==> src/rtl/core/srs_pkg.sv <==
// ----------------------------------------------------------------------------
// srs_pkg
// Shared constants, codes, types and the loudness table of the resampler.
// ----------------------------------------------------------------------------
package srs_pkg;

    localparam int MAX_RUN = 64;
    localparam int RUN_W   = $clog2(MAX_RUN + 1);
    localparam int IDX_W   = 19;
    localparam int POS_W   = 24;
    localparam int LVL_W   = 8;
    localparam int MODE_W  = 3;
    localparam int DIV_W   = 16;
    localparam int DVS_W   = 8;
    localparam int PROD_W  = 16;

    // volume modes
    localparam logic [MODE_W-1:0] VOL_PASS    = 3'd0;
    localparam logic [MODE_W-1:0] VOL_NIBBLE  = 3'd1;
    localparam logic [MODE_W-1:0] VOL_WIDE    = 3'd2;
    localparam logic [MODE_W-1:0] VOL_NARROW  = 3'd3;
    localparam logic [MODE_W-1:0] VOL_TABLE   = 3'd4;

    // render modes
    localparam logic [MODE_W-1:0] REND_SILENT       = 3'd0;
    localparam logic [MODE_W-1:0] REND_COARSE_HOLD  = 3'd1;
    localparam logic [MODE_W-1:0] REND_COARSE_SMTH  = 3'd2;
    localparam logic [MODE_W-1:0] REND_FINE_HOLD    = 3'd3;

    // register indexes
    localparam logic CFG_VOLUME = 1'b0;
    localparam logic CFG_RENDER = 1'b1;

    // clamp-stretch limits
    localparam logic [LVL_W-1:0] WIDE_LO    = 8'd32;
    localparam logic [LVL_W-1:0] WIDE_HI    = 8'd224;
    localparam logic [LVL_W-1:0] WIDE_SPAN  = 8'd192;
    localparam logic [LVL_W-1:0] NARROW_LO  = 8'd48;
    localparam logic [LVL_W-1:0] NARROW_HI  = 8'd208;
    localparam logic [LVL_W-1:0] NARROW_SPAN = 8'd160;

    // x * 255 / 192 == x * 85 / 64, x * 255 / 160 == x * 51 / 32
    localparam logic [PROD_W-1:0] WIDE_MUL   = 16'd85;
    localparam int                WIDE_SH    = 6;
    localparam logic [PROD_W-1:0] NARROW_MUL = 16'd51;
    localparam int                NARROW_SH  = 5;

    typedef struct packed {
        logic             start;
        logic [DIV_W-1:0] dividend;
        logic [DVS_W-1:0] divisor;
    } div_req_t;

    typedef struct packed {
        logic             done;
        logic [DIV_W-1:0] quotient;
    } div_rsp_t;

    function automatic logic [LVL_W-1:0] loud_lut(input logic [3:0] idx);
        logic [LVL_W-1:0] v;
        case (idx)
            4'd0:    v = 8'd0;
            4'd1:    v = 8'd1;
            4'd2:    v = 8'd2;
            4'd3:    v = 8'd4;
            4'd4:    v = 8'd8;
            4'd5:    v = 8'd16;
            4'd6:    v = 8'd32;
            4'd7:    v = 8'd64;
            4'd8:    v = 8'd128;
            4'd9:    v = 8'd192;
            4'd10:   v = 8'd224;
            4'd11:   v = 8'd240;
            4'd12:   v = 8'd248;
            4'd13:   v = 8'd252;
            4'd14:   v = 8'd254;
            default: v = 8'd255;
        endcase
        return v;
    endfunction

endpackage

==> src/rtl/core/srs_remap.sv <==
// ----------------------------------------------------------------------------
// srs_remap
// Loudness remap front end: pass, nibble fill, clamp-stretch and table.
// ----------------------------------------------------------------------------
module srs_remap
    import srs_pkg::*;
(
    input  logic [LVL_W-1:0]  level,
    input  logic [MODE_W-1:0] volume_mode,
    output logic [LVL_W-1:0]  value
);

    logic [LVL_W-1:0]  clamped;
    logic [LVL_W-1:0]  offset;
    logic [LVL_W-1:0]  lo;
    logic [LVL_W-1:0]  hi;
    logic [PROD_W-1:0] wide_prod;
    logic [PROD_W-1:0] narrow_prod;

    always_comb
    begin
        lo = (volume_mode == VOL_WIDE) ? WIDE_LO : NARROW_LO;
        hi = (volume_mode == VOL_WIDE) ? WIDE_HI : NARROW_HI;
        if (level < lo)
            clamped = lo;
        else if (level > hi)
            clamped = hi;
        else
            clamped = level;
        offset      = clamped - lo;
        wide_prod   = {{(PROD_W-LVL_W){1'b0}}, offset} * WIDE_MUL;
        narrow_prod = {{(PROD_W-LVL_W){1'b0}}, offset} * NARROW_MUL;
    end

    always_comb
    begin
        case (volume_mode)
            VOL_NIBBLE: value = level | {4'd0, level[7:4]};
            VOL_WIDE:   value = wide_prod[WIDE_SH +: LVL_W];
            VOL_NARROW: value = narrow_prod[NARROW_SH +: LVL_W];
            VOL_TABLE:  value = loud_lut(level[7:4]);
            default:    value = level;
        endcase
    end

endmodule

==> src/rtl/core/srs_div.sv <==
// ----------------------------------------------------------------------------
// srs_div
// Unsigned restoring divider, one quotient bit per cycle.
// ----------------------------------------------------------------------------
module srs_div
    import srs_pkg::*;
(
    input  logic     clk,
    input  logic     rst_n,
    input  div_req_t req,
    output div_rsp_t rsp
);

    localparam int CNT_W = $clog2(DIV_W);

    logic             busy_reg;
    logic             done_reg;
    logic [CNT_W-1:0] cnt_reg;
    logic [DVS_W-1:0] rem_reg;
    logic [DIV_W-1:0] quo_reg;
    logic [DVS_W-1:0] dvs_reg;

    logic [DVS_W:0]   shifted;
    logic             fits;
    logic [DVS_W:0]   diff;

    always_comb
    begin
        shifted = {rem_reg, quo_reg[DIV_W-1]};
        diff    = shifted - {1'b0, dvs_reg};
        fits    = shifted >= {1'b0, dvs_reg};
    end

    always_ff @(posedge clk or negedge rst_n)
    begin
        if (!rst_n)
        begin
            busy_reg <= 1'b0;
            done_reg <= 1'b0;
            cnt_reg  <= '0;
        end
        else
        begin
            done_reg <= 1'b0;
            if (req.start)
            begin
                busy_reg <= 1'b1;
                cnt_reg  <= '0;
            end
            else if (busy_reg)
            begin
                cnt_reg <= cnt_reg + 1'b1;
                if (cnt_reg == CNT_W'(DIV_W - 1))
                begin
                    busy_reg <= 1'b0;
                    done_reg <= 1'b1;
                end
            end
        end
    end

    always_ff @(posedge clk)
    begin
        if (req.start)
        begin
            rem_reg <= '0;
            quo_reg <= req.dividend;
            dvs_reg <= req.divisor;
        end
        else if (busy_reg)
        begin
            rem_reg <= fits ? diff[DVS_W-1:0] : shifted[DVS_W-1:0];
            quo_reg <= {quo_reg[DIV_W-2:0], fits};
        end
    end

    assign rsp.done     = done_reg;
    assign rsp.quotient = quo_reg;

endmodule

==> src/rtl/core/speech_sample_resampler_core.sv <==
// ----------------------------------------------------------------------------
// speech_sample_resampler_core
// Remaps a synthesizer sample and expands it into a held or ramped run.
// ----------------------------------------------------------------------------
// Usage: s_* takes one item (tuser = restart command, tdata = position then
//   level). m_* gives output samples (tdata = sample, tlast = final sample
//   of the run, tuser = run was clamped to MAX_RUN). Config writes
//   (cfg_we/cfg_index/cfg_data) belong between items, while idle.
// Timing: restart and silent-mode items end in ST_IDLE; sample items go
//   through ST_REMAP and ST_PLAN. A run gives up to 64 samples, then
//   closes; smooth modes first run the ramp step divide (serial divider,
//   one quotient bit per cycle). s_tready is high only between runs.
// Reset: clears index and level, volume_mode = 4, render_mode = 1.
// Stall: the output register holds its sample while m_tready is low and
//   the run pauses.
// ----------------------------------------------------------------------------
module speech_sample_resampler_core
    import srs_pkg::*;
(
    input  logic              clk,
    input  logic              rst_n,
    input  logic              cfg_we,
    input  logic              cfg_index,
    input  logic [MODE_W-1:0] cfg_data,
    input  logic              s_tvalid,
    output logic              s_tready,
    input  logic [31:0]       s_tdata,   // position[23:0], level[31:24]
    input  logic [0:0]        s_tuser,   // command
    output logic              m_tvalid,
    input  logic              m_tready,
    output logic [7:0]        m_tdata,   // sample
    output logic              m_tlast,   // last
    output logic [0:0]        m_tuser    // clipped
);

    typedef enum logic [4:0] {
        ST_IDLE  = 5'b00001,
        ST_REMAP = 5'b00010,
        ST_PLAN  = 5'b00100,
        ST_SDIV  = 5'b01000,
        ST_EMIT  = 5'b10000
    } state_t;

    state_t            state_reg, state_next;
    logic [MODE_W-1:0] vol_reg, vol_next;
    logic [MODE_W-1:0] rend_reg, rend_next;
    logic [IDX_W-1:0]  idx_reg, idx_next;
    logic [LVL_W-1:0]  prev_reg, prev_next;
    logic [RUN_W-1:0]  cnt_reg, cnt_next;
    logic              mvalid_reg, mvalid_next;

    logic [POS_W-1:0]  pos_reg, pos_next;
    logic [LVL_W-1:0]  lvl_reg, lvl_next;
    logic [LVL_W-1:0]  b_reg, b_next;
    logic [LVL_W-1:0]  cur_reg, cur_next;
    logic [LVL_W-1:0]  step_reg, step_next;
    logic              neg_reg, neg_next;
    logic [RUN_W-1:0]  run_reg, run_next;
    logic              clip_reg, clip_next;
    logic [LVL_W-1:0]  msample_reg, msample_next;
    logic              mlast_reg, mlast_next;

    logic [LVL_W-1:0]  remap_value;
    div_req_t          dreq;
    div_rsp_t          drsp;

    logic              smooth;
    logic              coarse;
    logic [IDX_W-1:0]  target;
    logic [IDX_W-1:0]  gap;
    logic              ahead;
    logic              clip;
    logic [LVL_W-1:0]  mag;
    logic              fin;
    logic              load_ok;

    srs_remap u_remap
    (
        .level       (lvl_reg),
        .volume_mode (vol_reg),
        .value       (remap_value)
    );

    srs_div u_div
    (
        .clk   (clk),
        .rst_n (rst_n),
        .req   (dreq),
        .rsp   (drsp)
    );

    always_comb
    begin
        smooth  = !(rend_reg == REND_COARSE_HOLD || rend_reg == REND_FINE_HOLD);
        coarse  = (rend_reg == REND_COARSE_HOLD || rend_reg == REND_COARSE_SMTH);
        target  = coarse ? {1'b0, pos_reg[POS_W-1:6]} : pos_reg[POS_W-1:5];
        ahead   = target > idx_reg;
        gap     = target - idx_reg;
        clip    = gap > IDX_W'(MAX_RUN);
        mag     = (b_reg < prev_reg) ? (prev_reg - b_reg) : (b_reg - prev_reg);
        fin     = (cnt_reg == run_reg - 1'b1);
        load_ok = !mvalid_reg || m_tready;
    end

    always_comb
    begin
        state_next   = state_reg;
        vol_next     = vol_reg;
        rend_next    = rend_reg;
        idx_next     = idx_reg;
        prev_next    = prev_reg;
        cnt_next     = cnt_reg;
        mvalid_next  = mvalid_reg;
        pos_next     = pos_reg;
        lvl_next     = lvl_reg;
        b_next       = b_reg;
        cur_next     = cur_reg;
        step_next    = step_reg;
        neg_next     = neg_reg;
        run_next     = run_reg;
        clip_next    = clip_reg;
        msample_next = msample_reg;
        mlast_next   = mlast_reg;
        dreq.start    = 1'b0;
        dreq.dividend = '0;
        dreq.divisor  = '0;

        if (cfg_we)
        begin
            case (cfg_index)
                CFG_VOLUME: vol_next  = cfg_data;
                CFG_RENDER: rend_next = cfg_data;
                default:    vol_next  = vol_reg;
            endcase
        end

        case (state_reg)
            ST_IDLE:
            begin
                if (s_tvalid)
                begin
                    if (s_tuser[0])
                    begin
                        idx_next  = '0;
                        prev_next = '0;
                    end
                    else if (rend_reg != REND_SILENT)
                    begin
                        pos_next   = s_tdata[POS_W-1:0];
                        lvl_next   = s_tdata[31:24];
                        state_next = ST_REMAP;
                    end
                end
            end
            ST_REMAP:
            begin
                b_next     = remap_value;
                state_next = ST_PLAN;
            end
            ST_PLAN:
            begin
                if (smooth)
                    prev_next = b_reg;
                if (!ahead)
                begin
                    state_next = ST_IDLE;
                end
                else
                begin
                    idx_next  = target;
                    run_next  = clip ? RUN_W'(MAX_RUN) : gap[RUN_W-1:0];
                    clip_next = clip;
                    cur_next  = prev_reg;
                    cnt_next  = '0;
                    neg_next  = b_reg < prev_reg;
                    step_next = '0;
                    if (smooth)
                    begin
                        dreq.start    = 1'b1;
                        dreq.dividend = {{(DIV_W-LVL_W){1'b0}}, mag};
                        dreq.divisor  = DVS_W'(clip ? RUN_W'(MAX_RUN) : gap[RUN_W-1:0]);
                        state_next    = ST_SDIV;
                    end
                    else
                    begin
                        state_next = ST_EMIT;
                    end
                end
            end
            ST_SDIV:
            begin
                if (drsp.done)
                begin
                    step_next  = neg_reg ? (~drsp.quotient[LVL_W-1:0] + 1'b1)
                                         : drsp.quotient[LVL_W-1:0];
                    state_next = ST_EMIT;
                end
            end
            ST_EMIT:
            begin
                if (load_ok)
                begin
                    if (cnt_reg != run_reg)
                    begin
                        mvalid_next  = 1'b1;
                        msample_next = (!smooth || fin) ? b_reg : (cur_reg + step_reg);
                        mlast_next   = fin;
                        cur_next     = cur_reg + step_reg;
                        cnt_next     = cnt_reg + 1'b1;
                    end
                    else
                    begin
                        mvalid_next = 1'b0;
                        state_next  = ST_IDLE;
                    end
                end
            end
            default:
            begin
                state_next  = ST_IDLE;
                mvalid_next = 1'b0;
            end
        endcase
    end

    always_ff @(posedge clk or negedge rst_n)
    begin
        if (!rst_n)
        begin
            state_reg  <= ST_IDLE;
            vol_reg    <= VOL_TABLE;
            rend_reg   <= REND_COARSE_HOLD;
            idx_reg    <= '0;
            prev_reg   <= '0;
            cnt_reg    <= '0;
            mvalid_reg <= 1'b0;
        end
        else
        begin
            state_reg  <= state_next;
            vol_reg    <= vol_next;
            rend_reg   <= rend_next;
            idx_reg    <= idx_next;
            prev_reg   <= prev_next;
            cnt_reg    <= cnt_next;
            mvalid_reg <= mvalid_next;
        end
    end

    always_ff @(posedge clk)
    begin
        pos_reg     <= pos_next;
        lvl_reg     <= lvl_next;
        b_reg       <= b_next;
        cur_reg     <= cur_next;
        step_reg    <= step_next;
        neg_reg     <= neg_next;
        run_reg     <= run_next;
        clip_reg    <= clip_next;
        msample_reg <= msample_next;
        mlast_reg   <= mlast_next;
    end

    assign s_tready   = (state_reg == ST_IDLE);
    assign m_tvalid   = mvalid_reg;
    assign m_tdata    = msample_reg;
    assign m_tlast    = mlast_reg;
    assign m_tuser[0] = clip_reg;

endmodule

==> config.mk <==
export PLATFORM = sky130hd
export DESIGN_NAME = speech_sample_resampler_core
export DESIGN_NICKNAME = d
export VERILOG_FILES = /design/src/rtl/core/srs_pkg.sv /design/src/rtl/core/srs_remap.sv /design/src/rtl/core/srs_div.sv /design/src/rtl/core/speech_sample_resampler_core.sv
export SDC_FILE = /design/constraint.sdc
export NUM_CORES = 1
export LEC_CHECK = 0
export BUFFER_PORTS_ARGS = -buffer_cell sky130_fd_sc_hd__clkbuf_2
export CAP_MARGIN = 25
export CORE_MARGIN = 2
export CORE_UTILIZATION = 45
export DETAILED_ROUTE_END_ITERATION = 12
export PLACE_DENSITY_LB_ADDON = 0.3
export SKIP_LAST_GASP = 1
export SYNTH_ARGS = -nofsm -noshare
export SYNTH_HDL_FRONTEND = slang
export SYNTH_HIERARCHICAL = 1
export SYNTH_SLANG_ARGS = --single-unit
==> constraint.sdc <==
create_clock -name clk -period 19.43 [get_ports clk]
set_clock_uncertainty 0.15 [all_clocks]
set_input_delay 0.9715 -clock clk [delete_from_list [all_inputs] [get_ports clk]]
set_output_delay 0.9715 -clock clk [all_outputs]
set_load 0.005 [all_outputs]
==> Word-level counts from Yosys, hierarchy flattened <==
Memories as Yosys holds them, arrays and structs flattened. A register that Yosys moved wholly into a read port is not among the register bits.
Cells that the tools add are included.
Widths: inputs -> output; s select.
{ "totals": {"wordCells": 155, "regBits": 158, "memories": 1, "in_bits": 42, "mem_bits_ro": 128, "out_inout_bits": 12} }
{ "mem_list": {"columns": ["memory", "words", "width", "read_ports", "rd_ports_with_merged_regs", "write_ports", "line_no", "source"], "rows": [
  ["(no name shown)", 16, 8, 1, 1, 0, "srs_pkg.sv:61", "case (idx)"]
]} }
{ "op_classes": {"reduce_logical": 24, "eq_ne": 25, "add_sub_neg": 10, "n_mul": 2, "muxes": 56, "n_bitwise": 7, "order_cmp": 6} }
{ "op_table": {"columns": ["cell", "count"], "rows": [
  ["$mux 8", 14],
  ["$mux 19", 4],
  ["$mux 25", 3],
  ["$pmux 8 s2", 3],
  ["$mux 5", 9],
  ["$pmux 19 s2", 1],
  ["$mux 16", 2],
  ["$pmux 8 s4", 1],
  ["$sub 8x8->8", 4],
  ["$mux 7", 4],
  ["$pmux 5 s5", 1],
  ["$gt 19x19->1", 1],
  ["$gt 19x7->1 const B", 1],
  ["$sub 19x19->19", 1],
  ["$lt 8x8->1", 2],
  ["$reduce_and 4->1", 4],
  ["$mul 8x7->14 const B", 1],
  ["$ne 2x2->1 const B", 7],
  ["$pmux 7 s2", 1],
  ["$mul 8x6->13 const B", 1],
  ["$eq 3x2->1 const B", 4],
  ["$mux 4", 3],
  ["$ge 9x8->1", 1],
  ["$add 8x1->8 const B", 1],
  ["other kinds (31)", 56]
]} }

==> Logic depth before layout (Yosys ltp) <==
Gate-level depths: netlist of run 1.
{ "logic_depth": {"ltp_word": 10, "ltp_mapped": 25, "mapped_depth_nobuf": 25} }

==> Cells and area by module <==
Netlist of run 1, hierarchy kept.
{ "by_module_without_submodules": {"columns": ["module", "seq_area_each_um2", "area_each_um2", "cells_per_inst", "instances"], "rows": [
  ["speech_sample_resampler_core", 3226.8, 7133.1, 704, 1],
  ["srs_remap", 0.0, 2304.7, 290, 1],
  ["srs_div", 1031.0, 1956.9, 162, 1]
]} }

==> Worst setup path before layout of run 1 <==
No wires, ideal clock.
{ "synth_path": {"path_type": "flip-flop to flip-flop", "start": "reg vol_reg[2]", "end": "reg b_reg[7] (data pin)", "synth_period_minus_slack_ns": 6.423, "setup_slack_ns": 13.007, "setup_time_ns": 0.264, "arrival_time_ns": 6.008, "stages_incl_launch_ff": 26, "cell_sequence": "dfstp_2 -> nand2b_2 -> nor2_1 -> inv_2 -> ha_1 -> and2b_1 -> o21ai_2 -> nor2_1 -> a21oi_1 -> mux2i_1 -> ha_1 -> inv_1 -> ha_1 -> xnor2_1 -> ha_1 -> fa_1 -> inv_1 -> fa_1 -> inv_1 -> ha_1 -> and3_1 -> a221o_1 -> a21o_1 -> a31o_2 -> a221oi_1 -> nand3b_1"} }
{ "synth_via": {"elab_chain_len": 8} }
{ "synth_lines": {"columns": ["element", "line_no", "source"], "rows": [
  ["from (decl)", "speech_sample_resampler_core.sv:45", "logic [MODE_W-1:0] vol_reg, vol_next;"],
  ["from (signal assigned)", "speech_sample_resampler_core.sv:241", "vol_reg <= vol_next;"],
  ["$eq 3x2->1", "srs_remap.sv:22, srs_remap.sv:23, srs_remap.sv:37", null],
  ["$mux 6", "srs_remap.sv:23", "hi = (volume_mode == VOL_WIDE) ? WIDE_HI : NARROW_HI;"],
  ["$gt 8x8->1", "srs_remap.sv:26", "else if (level > hi)"],
  ["$mux 8", "srs_remap.sv:26", null],
  ["$mux 8", "srs_remap.sv:24", "if (level < lo)"],
  ["$sub 8x8->8", "srs_remap.sv:30", "offset = clamped - lo;"],
  ["$mul 8x6->13 or $mul 8x7->14 (tied branches)", "srs_remap.sv:32, srs_remap.sv:31", null],
  ["$pmux 8 s4 *", "srs_remap.sv:37", "case (volume_mode)"],
  ["named net remap_value[7]", "speech_sample_resampler_core.sv:63", "logic [LVL_W-1:0] remap_value;"],
  ["to (signal assigned)", "speech_sample_resampler_core.sv:254", "b_reg <= b_next;"],
  ["to (decl)", "speech_sample_resampler_core.sv:54", "logic [LVL_W-1:0] b_reg, b_next;"]
]} }
Mark *: on every way through the listed nets, which the timed path passes. The rest lies on a longest branch.
A chain may end at the register's enable or synchronous reset.

==> Worst setup path after layout of run 1 <==
{ "layout_path": {"start": "reg vol_reg[1]", "end": "reg b_reg[7] (data pin)"} }
Same word-level chain as after synthesis.

==> flow_summary.yaml, run 1 <==
outcome:
  status: "finished, final reports clean"
clocking:
  cts_buffers: 17
  clockBufferDepth: 2
  cts_num_sinks: 153
  clk_pin_slew_worst_paths_ns: 0.07
  root_buffer: "clkbuf_16"
  h-tree-depth: 4
  cts_resized: 0
  cts_setup_buffers: 0
  clock_latency_ns: 0.42
  cts_tree: "yes"
  cts_hold_buf: 0
synth:
  ys_seq_area_frac: 0.374
  syn_area_per_cell_um2: 9.86
  synthFlopType: "edfxtp_1"
  synth_edf_count: 93
  mappedNetlistArea_um2: 11400
  yosys_warnings: 6
  ys_seq_elements: 153
  netlist_instances: 1156
  synth_top_area_cell: "edfxtp_1"
  yosys.area.top_type_share: 0.245
  ys_top_cells_by_area: "edfxtp_1, ha_1, dfrtp_1, mux2_2, nand2_1"
  async_reset_ff_frac: 0.340
  yosysUniqueCellTypes: 98
floorplanning:
  rows: 58
  die_h_um: 163
  initial_utilization: 0.455
  ios: 54
  core-area_um2: 25000
  die_w_um: 163
  die_area_um2: 26600
power:
  combPwrFrac: 0.493
  ir_drop_uv: 94.7
  p_int_uw: 905
  seqPwrFrac: 0.290
  power_leakage_uw: 0.00545
  switchingPower_uw: 599
  pwr-share-clk: 0.218
  switching_share: 0.398
  power_density_nw_per_um2: 120
drt:
  ant_nets: 0
  finalWirelength_mm: 23.9
  drtIter0Drc: 641
  post_drt_wl_per_cell_um: 15.4
  vias: 8359
  first_pass_iters: 5
  drcViolationCount: 0
  routed_via_density: 5.40
worst_hold_path:
  hp-class: "reg -> reg"
global_routing:
  grtUsageMet2: 0.302
  track_usage: 0.186
  grt_start_max_net_pins: 53
  grt.overflow.total: 0
  grt_util_met1: 0.261
  grt_pass1_vias: 8182
  use_met3: 0.0239
  grt_first_pass_wirelength_mm: 40.1
  busiest_layer: "met2"
  antenna_found_initial: 0
timing:
  setup_viol: 0
  finalCriticalPeriod_ns: 7.14
  tns_ns: 0
  fin_ws_ns: 12.29
  slew_headroom: 0.286
  worst_slew_pin_slew_ns: 1.06
  fmax_mhz: 140
  slew_viol_final: 0
  rsz0062_at_grt: "false"
  hold_viol_final: 0
  fin_crit_sh: 0.368
finish:
  multi_input_area_um2: 6570
  seq_area_um2: 4260
  diodes: 0
  final_cells: 1548
  final_cell_area_um2: 12500
  synthToLayoutAreaGrowth_pct: 9.99
  fill_cells: 2330
  postLayoutCoreUtil: 0.501
  drive_gt1_frac: 0.154
  fin_nets: 1381
place:
  post-dp-hpwl_mm: 17.9
  placed_cell_area_um2: 12000
  gp_congestion: 0.905
  dp.cells: 1516
  pre_cts_ws_ns: 12.35
  io_buffers: 48
worst_setup_path:
  required_ns: 19.44
  reg2reg_setup_slack_ns: 12.29
  worstSetupStartpointType: "register"
  arrival_ns: 7.15
  path_max_fanout: 17
  crit_type: "reg -> reg"
  endpoint_kind: "register"
job:
  drv_cap: 0
## worst paths after layout
kind                                           end                   start  cells past startpoint
max                             b_reg[7]$_DFFE_PP_  vol_reg[1]$_DFFE_PN0P_                     25
min                         idx_reg[9]$_DFFE_PN0P_  idx_reg[9]$_DFFE_PN0P_                      2
max reg2reg                     b_reg[7]$_DFFE_PP_  vol_reg[1]$_DFFE_PN0P_                     25
min reg2reg                 idx_reg[9]$_DFFE_PN0P_  idx_reg[9]$_DFFE_PN0P_                      2
max in group asynchronous  prev_reg[1]$_DFFE_PN0P_                   rst_n                      2
min in group asynchronous  idx_reg[11]$_DFFE_PN0P_                   rst_n                      2
## power groups by stage
stage | clock [uW] | sequential (uW) | combinational, uW
2_1_floorplan | 0 | 425 | 596
3_3_place_gp | 0 | 439 | 723
3_5_place_dp | 0 | 441 | 735
4_1_cts | 334 | 435 | 743
5_1_grt | 346 | 442 | 835
6_report | 327 | 436 | 741
## metal layers
metal  up-vias  routed length (um)
met5         -                   0
met4         0                 449
met3        32                 688
met2       137               10900
met1      3978               11900
li1       4212                   -
## cell type report
cell class,count,area share
Clock buffer,18,0.0342
Clock inverter,14,0.0119
Inverter,108,0.0323
Multi-Input combinational cell,868,0.524
Sequential cell,153,0.340
Tap cell,330,0.0329
Timing Repair Buffer,57,0.0246
## synth_stat cells, types with 14 or more instances
cell type and instances:
edfxtp_1 93, xor2_1 26, mux2_2 50, o31ai_1 16
a21o_1 15, nor2_1 87, fa_1 19, nand2_1 111
mux2i_1 24, nor3_1 20, a21oi_1 52, ha_1 115
nand3_1 38, nor2b_1 21, a31oi_1 14, o21ai_0 36
xnor2_1 34, dfrtp_1 49, inv_1 107
## metrics by stage
| step | hold WS (ns) | power [uW] |
|---|---|---|
| 2_1_floorplan | 0.289 | 1020 |
| 3_3_place_gp | 0.299 | 1160 |
| 3_5_place_dp | 0.306 | 1180 |
| 4_1_cts | 0.320 | 1510 |
| 5_1_grt | 0.336 | 1620 |
| 6_report | 0.317 | 1500 |
## worst max-delay path: stages, from the launching register on
cell and delay, ns:
dfrtp_1 0.68, nand2b_2 0.15, nor2_1 0.36, inv_2 0.19, ha_1 0.32, and2b_1 0.17
o21ai_2 0.12, nor2_1 0.08, a21oi_1 0.30, mux2i_1 0.24, ha_1 0.16, inv_1 0.06
o2111a_1 0.16, or3_2 0.53, ha_1 0.37, fa_1 0.54, inv_1 0.05, fa_1 0.49
inv_1 0.04, ha_1 0.34, and3_1 0.22, a221o_1 0.34, a21o_1 0.20, a31o_2 0.26
a221oi_1 0.24, nand3b_1 0.11
## cells in the final DEF, fill, tap and decap left out, drive strengths merged, types with 26 or more instances in the layout
cell,instances
o21ai,48
nand3,41
nand2,113
nor2,91
dfrtp,49
inv,111
mux2,53
xor2,26
a21oi,55
clkbuf,66
edfxtp,93
ha,115
xnor2,34
## kinds of logic (layout without fill, tap and decap cells)
logic type	count (synthesis)	in the layout	synth area share
multiplexers	77	77	0.0741
XOR/XNOR	60	60	0.0461
buffers and inverters	143	197	0.0528
AO/OA/AOI/OAI	217	217	0.128
AND/OR/NAND/NOR	371	371	0.165
other	1	9	0.000329
flip-flops	153	153	0.374
adder cells (fa/ha/maj)	134	134	0.160
Power figures use the tool's default switching activity.
==> inputs of run 2 (changes only) <==
ABC_AREA = 1   (was not set)
clock period = 6.4 ns   (was 19.43 ns; I/O delays follow)
==> run 2 against run 1 <==
Compared with the run above:
- area after synthesis up 5.1%
- utilization up 1.6 points
- worst setup slack worse by 12 ns
- via count up 20%
- critical path depth up 4
- design area up 7.4%
- largest cell class unchanged
- highest routed layer unchanged
==> flow_summary.yaml, run 2 <==
outcome:
  status: "finished, final reports clean"
clocking:
  cts_buffers: 17
  h-tree-depth: 4
  root_buffer: "clkbuf_16"
  cts_num_sinks: 153
  clock_latency_ns: 0.43
  clockBufferDepth: 2
  cts_tree: "yes"
  clk_pin_slew_worst_paths_ns: 0.06
worst_setup_path:
  required_ns: 6.41
  worstSetupStartpointType: "register"
  path_delay_family: "adder cells"
  path_max_fanout: 8
  crit_path_frequent_cell: "nand2_1"
  endpoint_kind: "register"
  arrival_ns: 5.89
  crit_type: "reg -> reg"
  cp_num_buf_inv: 5
  worstReg2RegStart: "vol_reg[0]$_DFFE_PN0P_"
  max_stage_delay_ns: 0.54
  cpMaxStageDelayCell: "fa_1"
  crit_start: "vol_reg[0]$_DFFE_PN0P_"
place:
  io_buffers: 48
  gp_congestion: 0.907
  dp.cells: 1929
  post-dp-hpwl_mm: 20.6
timing:
  tns_ns: 0
  hold_ws_ns: 0.0538
  hold_viol_final: 0
  fin_crit_sh: 0.918
  worst_slew_pin_slew_ns: 0.946
  fmax_mhz: 170
  setup_viol: 0
  finalCriticalPeriod_ns: 5.88
  slew_headroom: 0.370
  rsz0062_at_grt: "false"
  slew_viol_final: 0
floorplanning:
  die_area_um2: 27900
  ios: 54
  rows: 59
  die_h_um: 167
  initial_utilization: 0.459
  die_w_um: 167
  core-area_um2: 26100
global_routing:
  grt_first_pass_wirelength_mm: 45.1
  grt.overflow.total: 0
  antenna_found_initial: 0
  grt_start_max_net_pins: 53
  grt_pass1_vias: 9480
  track_usage: 0.196
synth:
  yosys.area.top_type_share: 0.233
  yosys_warnings: 6
  ys_seq_elements: 153
  mappedNetlistArea_um2: 12000
  synthTopCellsByCount: "nand2_1, inv_1, nor2_1, ha_1, edfxtp_1"
  async_reset_ff_frac: 0.340
  synth_most_common_cell: "nand2_1"
  yosysUniqueCellTypes: 61
  synth_top_area_cell: "edfxtp_1"
  synth_edf_count: 93
  ys_seq_area_frac: 0.356
  netlist_instances: 1558
  syn_area_per_cell_um2: 7.69
  synthFlopType: "edfxtp_1"
  ys_top_cells_by_area: "edfxtp_1, nand2_1, ha_1, dfrtp_1, inv_1"
drt:
  post_drt_wl_per_cell_um: 13.5
  vias: 10100
  first_pass_iters: 6
  drtIter0Drc: 744
  routed_via_density: 5.05
  ant_nets: 0
  finalWirelength_mm: 27.0
  drcViolationCount: 0
finish:
  final_common_cell: "nand2_1"
  synthToLayoutAreaGrowth_pct: 12.4
  mostFrequentLayoutCells: "nand2_1, inv_1, nor2_1"
  drive_gt1_frac: 0.0990
  final_cells: 1991
  fin_nets: 1819
  fill_cells: 2466
  postLayoutCoreUtil: 0.517
  diodes: 0
worst_hold_path:
  hp-class: "in -> reg"
  min_from: "cfg_data[1]"
job:
  drv_cap: 0
## run 2: cell count changes in the layout (fill, tap and decap cells not counted), sizes merged, moves of 30 or more
cell,delta
nand2,+354
inv,+145
mux2,-53
o21ai,+50
nand3,+46
nor2,+34
dlygate4sd3,+30
## run 2: logic make-up after synthesis
kind of cell / after synthesis / share of synthesized area
DFF: 153 / 0.356
muxes: 2 / 0.00167
buffers and inverters: 283 / 0.0947
other: 1 / 0.000313
and+or+nand+nor: 756 / 0.279
adders and majority gates: 134 / 0.152
xor gates and xnor gates: 36 / 0.0263
AOI/OAI and AO/OA: 193 / 0.0903
## run 2: cell type report
class | instances | area, um^2 | share of cell area
tap | 335 | 419 | 0.0311
sequential | 153 | 4260 | 0.316
clock inverter | 11 | 146 | 0.0109
inverter | 255 | 957 | 0.0711
multi-input combinational | 1130 | 6620 | 0.492
clock buffer | 21 | 460 | 0.0342
timing repair buffer | 86 | 601 | 0.0446
## run 2: final timing paths
kind,end,slack [ns],depth (start not counted)
max in group asynchronous,idx_reg[2]$_DFFE_PN0P_,5.16,3
worst min register to register,u_div/rem_reg[7]$_SDFFE_PP0P_,0.33,2
worst min-delay path,rend_reg[1]$_DFFE_PN0P_,0.05,3
min in group asynchronous,idx_reg[14]$_DFFE_PN0P_,0.40,3
worst max-delay path,b_reg[4]$_DFFE_PP_,0.52,29
worst max register to register,b_reg[4]$_DFFE_PP_,0.52,29
## run 2: what timing repair did
action | CTS | global route
buffers inserted | 0 | 0
hold buffers | 30 | 0
hold endpoints to repair | 78 | 0
setup endpoints to repair | 0 | 1
resized for setup | 0 | 1
## run 2: routing by layer
layer / share of wire / global-route usage / vias to the layer above
li1: - / - / 5194
met1: 0.49 / 0.274 / 4593
met2: 0.46 / 0.325 / 240
met3: 0.045 / 0.0255 / 30
met4: 0.012 / 0.0499 / 0
met5: 0 / 0 / -
## run 2: worst min-delay path, delay by kind of cell
kind | cells | cell delay (ns)
AOI/OAI and AO/OA | 1 | 0.09
buffers and inverters | 2 | 0.16
## run 2: stage by stage
step           worst slack [ns]  instance area (um^2)
5_1_grt                  0.0175                 13500
3_3_place_gp              0.620                 12500
4_1_cts                   0.487                 13500
3_5_place_dp              0.487                 12600
2_1_floorplan             0.905                 12000
6_report                  0.524                 13500
Power of run 2 is not shown: default switching activity piles up to over one toggle a cycle in this logic, so the estimate is an artifact.
==> inputs of run 3 (changes only) <==
SYNTH_HIERARCHICAL = not set   (was 1)
==> run 3 against run 2 <==
Compared with the run above:
- design area down 2.4%
- via count down 4.0%
- global-route usage up 0.48 points
- synthesized cell count down 3.5%
- utilization up 0.20 points
- worst hold slack worse by 0.027 ns
- maximum frequency up 0.42%
- wire length down 4.4%
- die area down 2.3%
- sequential share of layout area up 1.8 points
- cell count down 3.3%
- worst setup slack better by 0.025 ns
- highest routed layer unchanged
==> flow_summary.yaml, run 3 <==
clocking:
  clock_latency_ns: 0.43
  cts_hold_buf: 30
  cts_tree: "yes"
  h-tree-depth: 4
  cts_setup_buffers: 0
  clockBufferDepth: 2
  cts_num_sinks: 160
  cts_buffers: 17
  cts_resized: 0
  clk_pin_slew_worst_paths_ns: 0.07
  root_buffer: "clkbuf_16"
synth:
  yosysUniqueCellTypes: 50
  synthTopCellsByCount: "nand2_1, inv_1, ha_1, o21ai_0"
  synth_most_common_cell: "nand2_1"
  netlist_instances: 1503
  yosys_warnings: 0
  mappedNetlistArea_um2: 11700
  synth_top_area_cell: "edfxtp_1"
  yosys.area.top_type_share: 0.236
  ys_top_cells_by_area: "edfxtp_1, nand2_1, ha_1, dfrtp_1, inv_1"
  synth_edf_count: 92
  ys_seq_elements: 160
  syn_area_per_cell_um2: 7.78
  async_reset_ff_frac: 0.325
  synthFlopType: "edfxtp_1"
  syn_nets: 1678
  ys_seq_area_frac: 0.375
worst_setup_path:
  worstReg2RegStart: "vol_reg[2]$_DFFE_PN1P_"
  path_max_fanout: 6
  required_ns: 6.39
  worstSetupStartpointType: "register"
  crit_start: "vol_reg[2]$_DFFE_PN1P_"
  reg2reg_setup_slack_ns: 0.55
  endpoint_kind: "register"
  arrival_ns: 5.85
  rr_endpoint: "b_reg[4]$_DFFE_PP_"
  crit_type: "reg -> reg"
  r2r_cells: 26
  endpoint: "b_reg[4]$_DFFE_PP_"
global_routing:
  grt_first_pass_wirelength_mm: 43.9
  grt.overflow.total: 0
  grt_start_max_net_pins: 53
  grt_pass1_vias: 9244
  antenna_found_initial: 0
  track_usage: 0.201
drt:
  wl_met1_mm: 12.4
  drcViolationCount: 0
  route.met3.wl_mm: 1.19
  vias: 9657
  ant_nets: 0
  drtIter0Drc: 669
  top_layer_used: "met4"
  routed_via_density: 5.01
  finalWirelength_mm: 25.8
  route.met2.wl_mm: 11.8
  first_pass_iters: 5
  post_drt_wl_per_cell_um: 13.4
finish:
  synthToLayoutAreaGrowth_pct: 12.3
  fin_nets: 1758
  drive_gt1_frac: 0.0721
  diodes: 0
  final_cells: 1926
  mostFrequentLayoutCells: "nand2_1, inv_1, ha_1"
  final_common_cell: "nand2_1"
worst_hold_path:
  min_from: "cfg_data[1]"
  hp-class: "in -> reg"
timing:
  slew_headroom: 0.306
  hold_viol_final: 0
  tns_ns: 0
  fmax_mhz: 171
  hold_ws_ns: 0.0265
  worst_slew_pin_slew_ns: 1.03
  fin_crit_sh: 0.914
  rsz0062_at_grt: "false"
  fin_ws_ns: 0.549
  setup_viol: 0
  finalCriticalPeriod_ns: 5.85
  slew_viol_final: 0
place:
  io_buffers: 48
  dp.cells: 1862
  pre_cts_ws_ns: 0.653
  post-dp-hpwl_mm: 19.9
  gp_congestion: 0.915
power:
  power_leakage_uw: 0.00662
  ir_drop_uv: 342
  power_uw: 4870
  power_density_nw_per_um2: 371
floorplanning:
  ios: 54
  die_area_um2: 27300
  rows: 58
  initial_utilization: 0.462
  die_h_um: 165
  core-area_um2: 25300
  die_w_um: 165
job:
  drv_cap: 0
outcome:
  status: "finished, final reports clean"
run 3: cell count changes after synthesis, moves of 7 or more:
cell | before | now
nand2_1 | 440 | 395
inv_1 | 248 | 278
o21ai_0 | 77 | 104
nor2_1 | 118 | 92
nand2_2 | 24 | 6
o21ai_1 | 10 | 1
o21ai_2 | 11 | 2
dfxtp_1 | 8 | 16
xor2_1 | 22 | 29
run 3: per-layer routing:
metal	global-route usage	up-vias
met3	0.0297	29
met4	0.0494	0
met1	0.283	4396
met5	0	-
met2	0.327	208
li1	-	5024
run 3: area by class of cell:
cell class,instances,area [um^2]
multi-input combinational,1037,6130
clock buffer,18,429
fill,2330,12200
inverter,284,1070
clock inverter,14,134
tap,330,413
sequential,160,4390
timing repair buffer,83,576
run 3: worst min path at each step:
stage | end | slack, ns | cells after the start
2_1_floorplan | cnt_reg[0]$_DFFE_PN0P_ | -0.13 | 0
3_3_place_gp | idx_reg[16]$_DFFE_PN0P_ | 0.30 | 2
3_5_place_dp | idx_reg[13]$_DFFE_PN0P_ | 0.31 | 2
4_1_cts | rend_reg[1]$_DFFE_PN0P_ | 0.003 | 3
5_1_grt | rend_reg[1]$_DFFE_PN0P_ | 0.02 | 3
6_report | rend_reg[1]$_DFFE_PN0P_ | 0.03 | 3
run 3: report_power, final:
part,switching (uW),internal [uW]
combinational,1570,933
sequential,98.0,1280
clock,443,543
total,2120,2750
run 3: logic make-up after synthesis:
group	after synthesis	share of synthesized area
xor+xnor	44	0.0330
simple gates	642	0.232
flops	160	0.375
mux	2	0.00171
compound gates	216	0.103
buf+inv	306	0.101
fa+ha+maj	133	0.155
run 3: through the flow:
stage                     cell area, um^2   util
after global routing                13100  0.519
after global placement              12300  0.484
final                               13100  0.519
after floorplan                     11700      -
after detailed placement            12300  0.484
after CTS                           13100  0.518
run 3: worst max-delay path: stages (launching register included):
cell       delay (ns)
dfstp_2          0.54
inv_1            0.05
nand2_1          0.10
nor2_1           0.07
inv_1            0.16
ha_1             0.28
nand2_1          0.07
nand3b_1         0.12
nand2_1          0.08
nand2_1          0.17
nand2_1          0.06
o21ai_0          0.09
ha_1             0.18
inv_1            0.05
ha_1             0.39
fa_1             0.56
ha_1             0.35
inv_1            0.07
fa_1             0.51
inv_1            0.05
ha_1             0.37
a21oi_1          0.20
o21a_1           0.13
nand2_1          0.06
or2_2            0.27
a32oi_1          0.27
o2111ai_1        0.17
